**config.mk**
```make
export PLATFORM = sky130hd
export DESIGN_NAME = arrival_presence_tracker_top
export DESIGN_NICKNAME = d
export VERILOG_FILES = /design/src/apt_pkg.sv /design/src/apt_ctrl.sv /design/src/apt_dp.sv /design/src/arrival_presence_tracker_top.sv
export SDC_FILE = /design/constraint.sdc
export NUM_CORES = 1
export LEC_CHECK = 0
export ABC_AREA = 1
export BUFFER_PORTS_ARGS = -buffer_cell sky130_fd_sc_hd__buf_2
export CAP_MARGIN = 20
export CORE_MARGIN = 2
export CORE_UTILIZATION = 62
export DETAILED_ROUTE_END_ITERATION = 10
export HOLD_SLACK_MARGIN = 0.15
export PLACE_DENSITY = 0.81
export REMOVE_ABC_BUFFERS = 1
export SLEW_MARGIN = 20
export SYNTH_ARGS = -nofsm -noshare
export SYNTH_HDL_FRONTEND = slang
export SYNTH_HIERARCHICAL = 1
export SYNTH_SLANG_ARGS = --single-unit
export TNS_END_PERCENT = 30
```
**constraint.sdc**
```tcl
create_clock -name clk -period 15 [get_ports clk]
set_clock_uncertainty 0.05 [all_clocks]
set_input_delay 0.75 -clock clk [delete_from_list [all_inputs] [get_ports clk]]
set_output_delay 0.75 -clock clk [all_outputs]
set_load 0.03 [all_outputs]
```
**src/apt_pkg.sv**
```systemverilog
// shared constants, codes and control types of the arrival presence tracker
package apt_pkg;

	// field widths
	localparam int MAC_W      = 48;
	localparam int TIME_W     = 32;
	localparam int TAG_W      = 8;
	localparam int OUT_SLOT_W = 3;
	localparam int REQ_W      = 2;
	localparam int CFG_W      = 16;
	localparam int CFG_IDX_W  = 2;

	// default table size
	localparam int SLOTS_DEF = 8;

	// request codes
	localparam logic [REQ_W-1:0] REQ_START = 2'd0;
	localparam logic [REQ_W-1:0] REQ_PEER  = 2'd1;
	localparam logic [REQ_W-1:0] REQ_END   = 2'd2;

	// configuration register indexes
	localparam logic [CFG_IDX_W-1:0] CFG_OBS_EN   = 2'd0;
	localparam logic [CFG_IDX_W-1:0] CFG_THROTTLE = 2'd1;
	localparam logic [CFG_IDX_W-1:0] CFG_MAX_AGE  = 2'd2;

	// configuration reset values
	localparam logic [CFG_W-1:0] THROTTLE_RST = 16'd100;
	localparam logic [CFG_W-1:0] MAX_AGE_RST  = 16'd5000;

	// controller to datapath commands
	typedef struct packed {
		logic capture;
		logic exec;
	} cmd_t;

	// datapath to controller status
	typedef struct packed {
		logic arrive;
	} sts_t;

endpackage

```
**src/apt_ctrl.sv**
```systemverilog
// controller state machine of the arrival presence tracker
module apt_ctrl (
	input  logic          clk,
	input  logic          arst_n,
	input  logic          start,
	output logic          busy,
	output apt_pkg::cmd_t cmd,
	input  apt_pkg::sts_t sts,
	output logic          arrived_valid
);

	localparam logic ST_IDLE = 1'b0;
	localparam logic ST_EXEC = 1'b1;

	logic state_q;
	logic valid_q;

	// command decode
	always_comb begin
		cmd.capture = 1'b0;
		cmd.exec    = 1'b0;
		case (state_q)
			ST_IDLE: cmd.capture = start;
			ST_EXEC: cmd.exec = 1'b1;
			default: cmd.exec = 1'b0;
		endcase
	end

	assign busy          = (state_q != ST_IDLE);
	assign arrived_valid = valid_q;

	// state and result strobe
	always_ff @(posedge clk or negedge arst_n) begin
		if (!arst_n) begin
			state_q <= ST_IDLE;
			valid_q <= 1'b0;
		end else begin
			valid_q <= cmd.exec && sts.arrive;
			case (state_q)
				ST_IDLE: if (start) state_q <= ST_EXEC;
				ST_EXEC: state_q <= ST_IDLE;
				default: state_q <= ST_IDLE;
			endcase
		end
	end

endmodule

```
**src/apt_dp.sv**
```systemverilog
// slot table, tick state and result registers of the arrival presence tracker
module apt_dp #(
	parameter int SLOTS = apt_pkg::SLOTS_DEF
) (
	input  logic                            clk,
	input  logic                            arst_n,
	input  apt_pkg::cmd_t                   cmd,
	output apt_pkg::sts_t                   sts,
	input  logic [apt_pkg::REQ_W-1:0]       req_type,
	input  logic [apt_pkg::TIME_W-1:0]      now_ms,
	input  logic [apt_pkg::MAC_W-1:0]       mac,
	input  logic                            has_mac,
	input  logic [apt_pkg::TIME_W-1:0]      last_seen_ms,
	input  logic [apt_pkg::TAG_W-1:0]       peer_tag,
	input  logic                            cfg_we,
	input  logic [apt_pkg::CFG_IDX_W-1:0]   cfg_index,
	input  logic [apt_pkg::CFG_W-1:0]       cfg_data,
	output logic [apt_pkg::MAC_W-1:0]       arrived_mac,
	output logic [apt_pkg::OUT_SLOT_W-1:0]  arrived_slot,
	output logic [apt_pkg::TAG_W-1:0]       arrived_tag
);

	localparam int SLOT_W = (SLOTS > 1) ? $clog2(SLOTS) : 1;

	// configuration registers
	logic                        obs_en_q;
	logic [apt_pkg::CFG_W-1:0]   throttle_q;
	logic [apt_pkg::CFG_W-1:0]   max_age_q;

	// table and tick state
	logic [apt_pkg::MAC_W-1:0]   slot_addr_q [SLOTS];
	logic [SLOTS-1:0]            used_q;
	logic [SLOTS-1:0]            present_q;
	logic [apt_pkg::TIME_W-1:0]  last_tick_q;
	logic                        ever_q;
	logic                        open_q;

	// captured word
	logic [apt_pkg::REQ_W-1:0]   req_q;
	logic [apt_pkg::TIME_W-1:0]  now_q;
	logic [apt_pkg::MAC_W-1:0]   mac_q;
	logic                        has_mac_q;
	logic [apt_pkg::TAG_W-1:0]   tag_q;
	logic [SLOTS-1:0]            hit_q;
	logic                        fresh_q;
	logic                        throttled_q;

	// output registers
	logic [apt_pkg::MAC_W-1:0]      out_mac_q;
	logic [apt_pkg::OUT_SLOT_W-1:0] out_slot_q;
	logic [apt_pkg::TAG_W-1:0]      out_tag_q;

	logic [SLOTS-1:0]            hit_c;
	logic [apt_pkg::TIME_W-1:0]  age_c;
	logic [apt_pkg::TIME_W-1:0]  since_c;
	logic                        fresh_c;
	logic                        throttled_c;
	logic [SLOT_W-1:0]           free_idx;
	logic                        free_any;
	logic                        arrive_c;
	logic [SLOT_W+2:0]           slot_ext;

	// address match and time checks on the incoming word
	always_comb begin
		for (int i = 0; i < SLOTS; i++) begin
			hit_c[i] = used_q[i] && (slot_addr_q[i] == mac);
		end
		age_c       = now_ms - last_seen_ms;
		since_c     = now_ms - last_tick_q;
		fresh_c     = age_c <= {{(apt_pkg::TIME_W-apt_pkg::CFG_W){1'b0}}, max_age_q};
		throttled_c = ever_q &&
			(since_c < {{(apt_pkg::TIME_W-apt_pkg::CFG_W){1'b0}}, throttle_q});
	end

	// lowest free slot
	always_comb begin
		free_idx = '0;
		free_any = 1'b0;
		for (int i = SLOTS - 1; i >= 0; i--) begin
			if (!used_q[i]) begin
				free_idx = SLOT_W'(i);
				free_any = 1'b1;
			end
		end
	end

	// new peer that claims a slot
	assign arrive_c = (req_q == apt_pkg::REQ_PEER) && open_q && has_mac_q &&
		!(|hit_q) && fresh_q && free_any;
	assign sts.arrive = arrive_c;
	assign slot_ext   = {3'b000, free_idx};

	// configuration writes
	always_ff @(posedge clk or negedge arst_n) begin
		if (!arst_n) begin
			obs_en_q   <= 1'b0;
			throttle_q <= apt_pkg::THROTTLE_RST;
			max_age_q  <= apt_pkg::MAX_AGE_RST;
		end else if (cfg_we) begin
			case (cfg_index)
				apt_pkg::CFG_OBS_EN:   obs_en_q   <= cfg_data[0];
				apt_pkg::CFG_THROTTLE: throttle_q <= cfg_data;
				apt_pkg::CFG_MAX_AGE:  max_age_q  <= cfg_data;
				default:               obs_en_q   <= obs_en_q;
			endcase
		end
	end

	// capture of the accepted word
	always_ff @(posedge clk) begin
		if (cmd.capture) begin
			req_q       <= req_type;
			now_q       <= now_ms;
			mac_q       <= mac;
			has_mac_q   <= has_mac;
			tag_q       <= peer_tag;
			hit_q       <= hit_c;
			fresh_q     <= fresh_c;
			throttled_q <= throttled_c;
		end
	end

	// tick and slot state update
	always_ff @(posedge clk or negedge arst_n) begin
		if (!arst_n) begin
			used_q      <= '0;
			present_q   <= '0;
			last_tick_q <= '0;
			ever_q      <= 1'b0;
			open_q      <= 1'b0;
		end else if (cmd.exec) begin
			case (req_q)
				apt_pkg::REQ_START: begin
					if (!obs_en_q || throttled_q) begin
						open_q <= 1'b0;
					end else begin
						last_tick_q <= now_q;
						ever_q      <= 1'b1;
						open_q      <= 1'b1;
						present_q   <= '0;
					end
				end
				apt_pkg::REQ_PEER: begin
					if (open_q && has_mac_q) begin
						if (|hit_q) begin
							present_q <= present_q | hit_q;
						end else if (arrive_c) begin
							used_q[free_idx]    <= 1'b1;
							present_q[free_idx] <= 1'b1;
						end
					end
				end
				apt_pkg::REQ_END: begin
					if (open_q) begin
						used_q <= used_q & present_q;
						open_q <= 1'b0;
					end
				end
				default: open_q <= open_q;
			endcase
		end
	end

	// slot addresses and result fields
	always_ff @(posedge clk) begin
		if (cmd.exec && arrive_c) begin
			slot_addr_q[free_idx] <= mac_q;
			out_mac_q             <= mac_q;
			out_slot_q            <= slot_ext[apt_pkg::OUT_SLOT_W-1:0];
			out_tag_q             <= tag_q;
		end
	end

	assign arrived_mac  = out_mac_q;
	assign arrived_slot = out_slot_q;
	assign arrived_tag  = out_tag_q;

endmodule

```
**src/arrival_presence_tracker_top.sv**
```systemverilog
// top level of the arrival presence tracker
//
// Keeps a table of SLOTS peer addresses with used and present marks.
// A word is taken on start while busy is low: req_type selects tick start,
// nearby peer entry or tick end; the other fields ride along with it.
// For each word the accept edge registers the address match against
// every slot and the two time checks, and the update edge that ends busy
// applies the update (free slot pick, mark set, tick open/close). busy is
// high for a single cycle per word; no new word is taken until it is low.
// A peer entry that claims a slot gives one arrival word: arrived_valid is
// high for exactly one cycle, the cycle after the update edge, with
// arrived_mac, arrived_slot and arrived_tag; the fields hold until the next
// arrival. The receiver cannot stall; it must take the word in that cycle.
// Configuration is written through cfg_we, cfg_index and cfg_data; the
// user must write it only while no word is in flight, as the block itself
// does not enforce this. Reset clears the marks, the tick state and the
// configuration to its defaults (observers off, throttle 100 ms, max age
// 5000 ms); the block takes words as soon as reset is released.
module arrival_presence_tracker_top #(
	parameter int SLOTS = apt_pkg::SLOTS_DEF
) (
	input  logic                            clk,
	input  logic                            arst_n,
	input  logic                            start,
	output logic                            busy,
	input  logic [apt_pkg::REQ_W-1:0]       req_type,
	input  logic [apt_pkg::TIME_W-1:0]      now_ms,
	input  logic [apt_pkg::MAC_W-1:0]       mac,
	input  logic                            has_mac,
	input  logic [apt_pkg::TIME_W-1:0]      last_seen_ms,
	input  logic [apt_pkg::TAG_W-1:0]       peer_tag,
	input  logic                            cfg_we,
	input  logic [apt_pkg::CFG_IDX_W-1:0]   cfg_index,
	input  logic [apt_pkg::CFG_W-1:0]       cfg_data,
	output logic                            arrived_valid,
	output logic [apt_pkg::MAC_W-1:0]       arrived_mac,
	output logic [apt_pkg::OUT_SLOT_W-1:0]  arrived_slot,
	output logic [apt_pkg::TAG_W-1:0]       arrived_tag
);

	apt_pkg::cmd_t cmd;
	apt_pkg::sts_t sts;

	// sequencing
	apt_ctrl u_ctrl (
		.clk           (clk),
		.arst_n        (arst_n),
		.start         (start),
		.busy          (busy),
		.cmd           (cmd),
		.sts           (sts),
		.arrived_valid (arrived_valid)
	);

	// table and result datapath
	apt_dp #(
		.SLOTS (SLOTS)
	) u_dp (
		.clk          (clk),
		.arst_n       (arst_n),
		.cmd          (cmd),
		.sts          (sts),
		.req_type     (req_type),
		.now_ms       (now_ms),
		.mac          (mac),
		.has_mac      (has_mac),
		.last_seen_ms (last_seen_ms),
		.peer_tag     (peer_tag),
		.cfg_we       (cfg_we),
		.cfg_index    (cfg_index),
		.cfg_data     (cfg_data),
		.arrived_mac  (arrived_mac),
		.arrived_slot (arrived_slot),
		.arrived_tag  (arrived_tag)
	);

endmodule

```
After elaboration in Yosys (flattened, before gate mapping):

Memories as Yosys holds them, arrays and structs flattened.
Index checks and enable logic that the tools add are counted.

* logic and storage cells: 121
* memories kept: 1
* output and inout port bits: 61
* bits in registers: 245
* RAM bits: 384

Memories
* u_dp.slot_addr_q: depth 8, bits a word 48, read ports 8, clocked after memory_dff 0, write ports 1, line apt_dp.sv:31 `logic [apt_pkg::MAC_W-1:0] slot_addr_q [SLOTS];`

* multiplexer cells: 36
* add/sub/neg operators: 2
* magnitude comparators: 4
* equality and inequality tests: 18
* reduce and logical (&&, ||, !) cells: 33
* bitwise operators: 6

Operator list (count)
* 48-bit equality test: 8
* 8-bit two-way mux: 8
* 32-bit subtractor: 2
* 32-bit by 16-bit less-or-equal comparator with 1-bit output: 1
* 32-bit by 16-bit < comparator with 1-bit output: 1
* 8-bit case mux with 2 select lines: 2
* 3-bit two-way mux: 8
* 8-bit bitwise OR: 3
* 1-bit logical AND: 17
* 1-bit two-way mux: 15
* 8-bit bitwise AND: 1
* 2-bit AND reduction: 4
* 8-bit OR reduction: 1
* 2-bit != test, second input constant: 3
* 6-bit AND reduction: 1
* 2-bit nonzero test: 3
* 5-bit AND reduction: 1
* 2-bit by 1-bit equality test with 1-bit output, second input constant: 2
* 2-bit equality test, second input constant: 2
* 2-bit zero test: 2
* 3-bit by 4-bit < comparator with 1-bit output, second input constant: 1
* 2-bit by 1-bit != test with 1-bit output, second input constant: 2
* 1-bit case mux with 2 select lines: 2
* 1-bit demux with 3-bit select: 1
* other kinds (6): 8

Longest topological paths before layout:

* depth in word-level cells: 17
* mapped depth: 22
* gate-level depth less buffers: 22

Cells and area by module:

The synthesis kept the hierarchy.

Modules (own cells, without submodules)
* apt_dp: cells an instance 2907, area each 30190.2 sq um, times used 1
* apt_ctrl: cells an instance 7, area each 72.6 sq um, times used 1

Worst setup path before layout:

No wires, ideal clock.

* kind: input to register
* from: in start
* to: reg u_ctrl.state_q, in the netlist u_ctrl/busy
* slack: 9.330 ns
* setup time: 0.578 ns
* data required time: 14.372 ns
* cell stages on the path: 2
* arrival: 5.042 ns
* cell sequence: inv_1 nor2_1

* longest elaborated chain between the ends: 2

Ends and longest elaborated chain
* start, declared: line arrival_presence_tracker_top.sv:24 `input logic start,`
* 1-bit two-way mux: line apt_ctrl.sv:40 `ST_IDLE: if (start) state_q <= ST_EXEC;`
* 1-bit case mux with 2 select lines: line apt_ctrl.sv:39 `case (state_q)`
* end signal, assigned: line apt_ctrl.sv:40
* end signal, assigned: line apt_ctrl.sv:41 `ST_EXEC: state_q <= ST_IDLE;`
* end signal, assigned: line apt_ctrl.sv:42 `default: state_q <= ST_IDLE;`
* end, declared: line apt_ctrl.sv:15 `logic state_q;`

Every way passes these cells.
A chain may end at the register's enable or synchronous reset.

Worst setup path after layout:

* from: reg u_dp/last_tick_q[0] in the netlist's numbering
* to: reg u_dp.throttled_q, data pin

* longest elaborated chain between the ends: 3

Ends and longest elaborated chain
* start, declared: line apt_dp.sv:34 `logic [apt_pkg::TIME_W-1:0] last_tick_q;`
* start signal, assigned: line apt_dp.sv:137 `last_tick_q <= now_q;`
* 32-bit subtractor: line apt_dp.sv:69 `since_c = now_ms - last_tick_q;`
* 32-bit by 16-bit < comparator with 1-bit output: line apt_dp.sv:72 `(since_c < {{(apt_pkg::TIME_W-apt_pkg::CFG_W){1'b0}}, throttle_q});`
* 1-bit logical AND: line apt_dp.sv:71 `throttled_c = ever_q &&`
* named net u_dp.throttled_c: line apt_dp.sv:57 `logic throttled_c;`
* end signal, assigned: line apt_dp.sv:119 `throttled_q <= throttled_c;`
* end, declared: line apt_dp.sv:46 `logic throttled_q;`

The timed path passes the listed nets, and every way through them passes these cells.

==> results.tsv <==
metric	value	unit
grt_max_degree	64	
arrival	3790	ps
rows	80	
preCtsSetupSlack	11100	ps
route.vias.total	24600	
slew_violations	0	
cts-htree-levels	3	
first_global_vias	24200	
critical_path.max_stage_delay	400	ps
layout-area-overhead-vs-synth	12.8	%
final-hold-violation-count	0	
die-width	225	um
part_of_the_cycle_the_worst_path_needs	22.5	%
crit_path_cell_trace	ha_1, fa_1, inv_1, nand2_1, nand2_1, nand3_1, nand2_1, nand2_1, nand2_1, xor2_1, ha_1, a21oi_1, o211a_1, nand3_1, nor2_1, nand3_1, nor2_1, nand2_1, nor2_2	
gate_count_post_synth	2914	
synth_top_cells_by_area	sky130_fd_sc_hd__edfxtp_1, sky130_fd_sc_hd__nand2_1, sky130_fd_sc_hd__dfrtp_1, sky130_fd_sc_hd__inv_1, sky130_fd_sc_hd__ha_1	
rsz0062_at_grt	false	
crit_path_kind	reg2reg	
ctsLongestPathBuffers	3	
synth.distinct_cells	58	
hold_ws	242	ps
holdCritPathClass	in2reg	
filler_cell_count	3319	
maxSlewHeadroom	28.1	%
io_pins	206	
routedWlPerCell	28.6	um
cell_with_the_largest_stage_delay_on_the_worst_path	sky130_fd_sc_hd__fa_1	
cp_common_cell	sky130_fd_sc_hd__nand2_1	
multi_input_area	10000	um2
initial_utilization	63.1	%
cts.reportedPaths.clkPinSlew	60	ps
gr-usage-all-layers	43.8	%
outcome	finished clean	
core_area	47900	um2
clockRootBuffer	sky130_fd_sc_hd__clkbuf_16	
design.die.area	50600	um2
post-dp-hpwl	76900	um
setup_viol	0	
post-synth-top-area-cell	sky130_fd_sc_hd__edfxtp_1	
global_route_wire_length_before_repair	157000	um
critical_path_buf_inv_count	1	
area.sequential	18500	um2
design_power_total	4.40	mW
critPathMaxFanout	4	
timing.final.ws_setup	11620	ps
worst_slew_pin_slew	1070	ps
final.min_clock_period	3380	ps
ys_warn_count	6	
finalNonFillerCells	3825	
place.detailed.instances	3703	
post_route_cells_drive_above_1_share	13.7	%
io_buffer_count	205	
tritoncts	done	
synthesis.area_per_instance	10.4	um2
critPathRequiredTime	15410	ps
cellLeakagePower	14.1	nW
viasPerCell	6.44	
detail_route.first_pass.iterations	6	
die_span_in_y	225	um
mostFrequentLayoutCell	sky130_fd_sc_hd__nand2_1	
irDropWorstVdd	109	uV
route.antenna.remaining_nets	0	
timing.max_cap.violations	0	
tritoncts.num_buffers	66	
post_synth_instance_area	30300	um2
post_cts.repair.setup_buffers	0	
synth_enable_flop_cells	544	
synth-async-reset-ratio	13.5	%
clock_latency	630	ps
final_net_count	3397	
post-synth-top-area-fraction	54.0	%
globalplace.congestion	1.07	
drtIter0Drc	4019	
critPathLaunchType	flop	
layout_common_cells	sky130_fd_sc_hd__nand2_1, sky130_fd_sc_hd__edfxtp_1, sky130_fd_sc_hd__inv_1, sky130_fd_sc_hd__buf_2, sky130_fd_sc_hd__o21ai_0	
cts.sinks	629	
pwr_density_cell	129	nW/um2
drc	0	
end_kind	flop	
ys.flop_type	sky130_fd_sc_hd__edfxtp_1	
grt_antenna_before_repair	9	
global_route.overflow_total	0	
synth_seq_cells	629	
yosysSeqAreaShare	61.0	%
cp_top_family	simple AND/OR/NAND/NOR gates	
post_cts.resized_instances	0	
tns	0	ps
finalWirelength	110000	um
fmaxAchievable	0.296	GHz
## cells in the mapped netlist, types with 8 or more instances
master / count
sky130_fd_sc_hd__o2111ai_1: 12
sky130_fd_sc_hd__nand2_1: 724
sky130_fd_sc_hd__o21bai_1: 9
sky130_fd_sc_hd__a22oi_1: 8
sky130_fd_sc_hd__xnor2_1: 77
sky130_fd_sc_hd__nand2_2: 17
sky130_fd_sc_hd__a211oi_1: 14
sky130_fd_sc_hd__a21oi_1: 75
sky130_fd_sc_hd__ha_1: 93
sky130_fd_sc_hd__nand3b_1: 8
sky130_fd_sc_hd__o21ai_0: 186
sky130_fd_sc_hd__inv_2: 22
sky130_fd_sc_hd__o21ai_1: 17
sky130_fd_sc_hd__o22ai_1: 53
sky130_fd_sc_hd__a221oi_1: 27
sky130_fd_sc_hd__nand3_1: 64
sky130_fd_sc_hd__nand4_1: 40
sky130_fd_sc_hd__dfrtp_1: 77
sky130_fd_sc_hd__or2_2: 30
sky130_fd_sc_hd__buf_2: 28
sky130_fd_sc_hd__nor2_1: 179
sky130_fd_sc_hd__dfstp_2: 8
sky130_fd_sc_hd__nor4_1: 43
sky130_fd_sc_hd__buf_4: 15
sky130_fd_sc_hd__edfxtp_1: 544
sky130_fd_sc_hd__inv_1: 386
sky130_fd_sc_hd__xor2_1: 58
sky130_fd_sc_hd__a22o_1: 24
sky130_fd_sc_hd__nor2_2: 11
## area by class of cell
class / count / area share [%]
clock buffer: 78 / 5.12
tap: 615 / 2.25
multi-input combinational: 1822 / 29.4
sequential: 629 / 54.1
inverter: 410 / 4.51
timing repair buffer: 228 / 3.52
clock inverter: 40 / 1.08
antenna: 3 / 0.0220
## state kept, by name, summed over array words and instances, names as in the netlist, 2 cells and up
| register | count |
|---|---|
| u_dp/arrived_mac | 48 |
| u_dp/throttle_q | 16 |
| u_dp/max_age_q | 16 |
| u_dp/slot_addr_q | 384 |
| u_dp/last_tick_q | 32 |
| u_dp/arrived_tag | 8 |
| u_dp/hit_q | 8 |
| u_dp/mac_q | 48 |
| u_dp/req_q | 2 |
| u_dp/used_q | 8 |
| u_dp/arrived_slot | 3 |
| u_dp/now_q | 32 |
| u_dp/present_q | 8 |
| u_dp/tag_q | 8 |
## power breakdown
part / total [mW] / switching (mW) / internal [mW] / leakage (nW)
registers: 2.03 / 0.0607 / 1.97 / 6.00
clock network: 1.61 / 0.717 / 0.898 / 1.03
logic: 0.759 / 0.513 / 0.246 / 7.06
total: 4.40 / 1.29 / 3.11 / 14.1
## repair_timing
item / in CTS / in global routing
setup endpoints to repair: 0 / 0
hold buffers: 1 / 0
endpoints found under the hold margin: 19 / 0
## final timing paths
kind,startpoint,end,slack (ps),cells after the start
worst min register to register,u_dp/tag_q[7],u_dp/arrived_tag[7],380,0
worst max register to register,u_dp/last_tick_q[0],u_dp/throttled_q,11620,19
worst max-delay path,u_dp/last_tick_q[0],u_dp/throttled_q,11620,19
max in group asynchronous,arst_n,u_dp/last_tick_q[17],13170,3
worst min-delay path,peer_tag[7],u_dp/tag_q[7],240,1
min in group asynchronous,arst_n,u_dp/last_tick_q[5],520,2
## layer usage
metal	share of wire [%]	GRT usage (%)
met1	32	50.8
met2	46	70.7
met4	9.6	33.3
met3	12	10.6
met5	0.023	0
## stage by stage
| stage | utilization [%] | area [um2] |
|---|---|---|
| after floorplan | - | 30000 |
| after global placement | 66.7 | 32000 |
| after detailed placement | 66.7 | 32000 |
| after CTS | 71.2 | 34100 |
| after global routing | 71.2 | 34100 |
| final | 71.2 | 34100 |
## cell families (layout without fill, tap and decap cells)
logic type / count (synthesis) / count (layout) / share of synthesized area (%)
other: 0 / 3 / 0
DFF: 629 / 629 / 61.0
and+or+nand+nor: 1148 / 1148 / 16.2
xor gates and xnor gates: 135 / 135 / 3.91
AOI/OAI and AO/OA: 444 / 444 / 8.84
buffers and inverters: 463 / 756 / 6.08
adders and majority gates: 95 / 95 / 3.98
(Power assumes the default switching activity.)
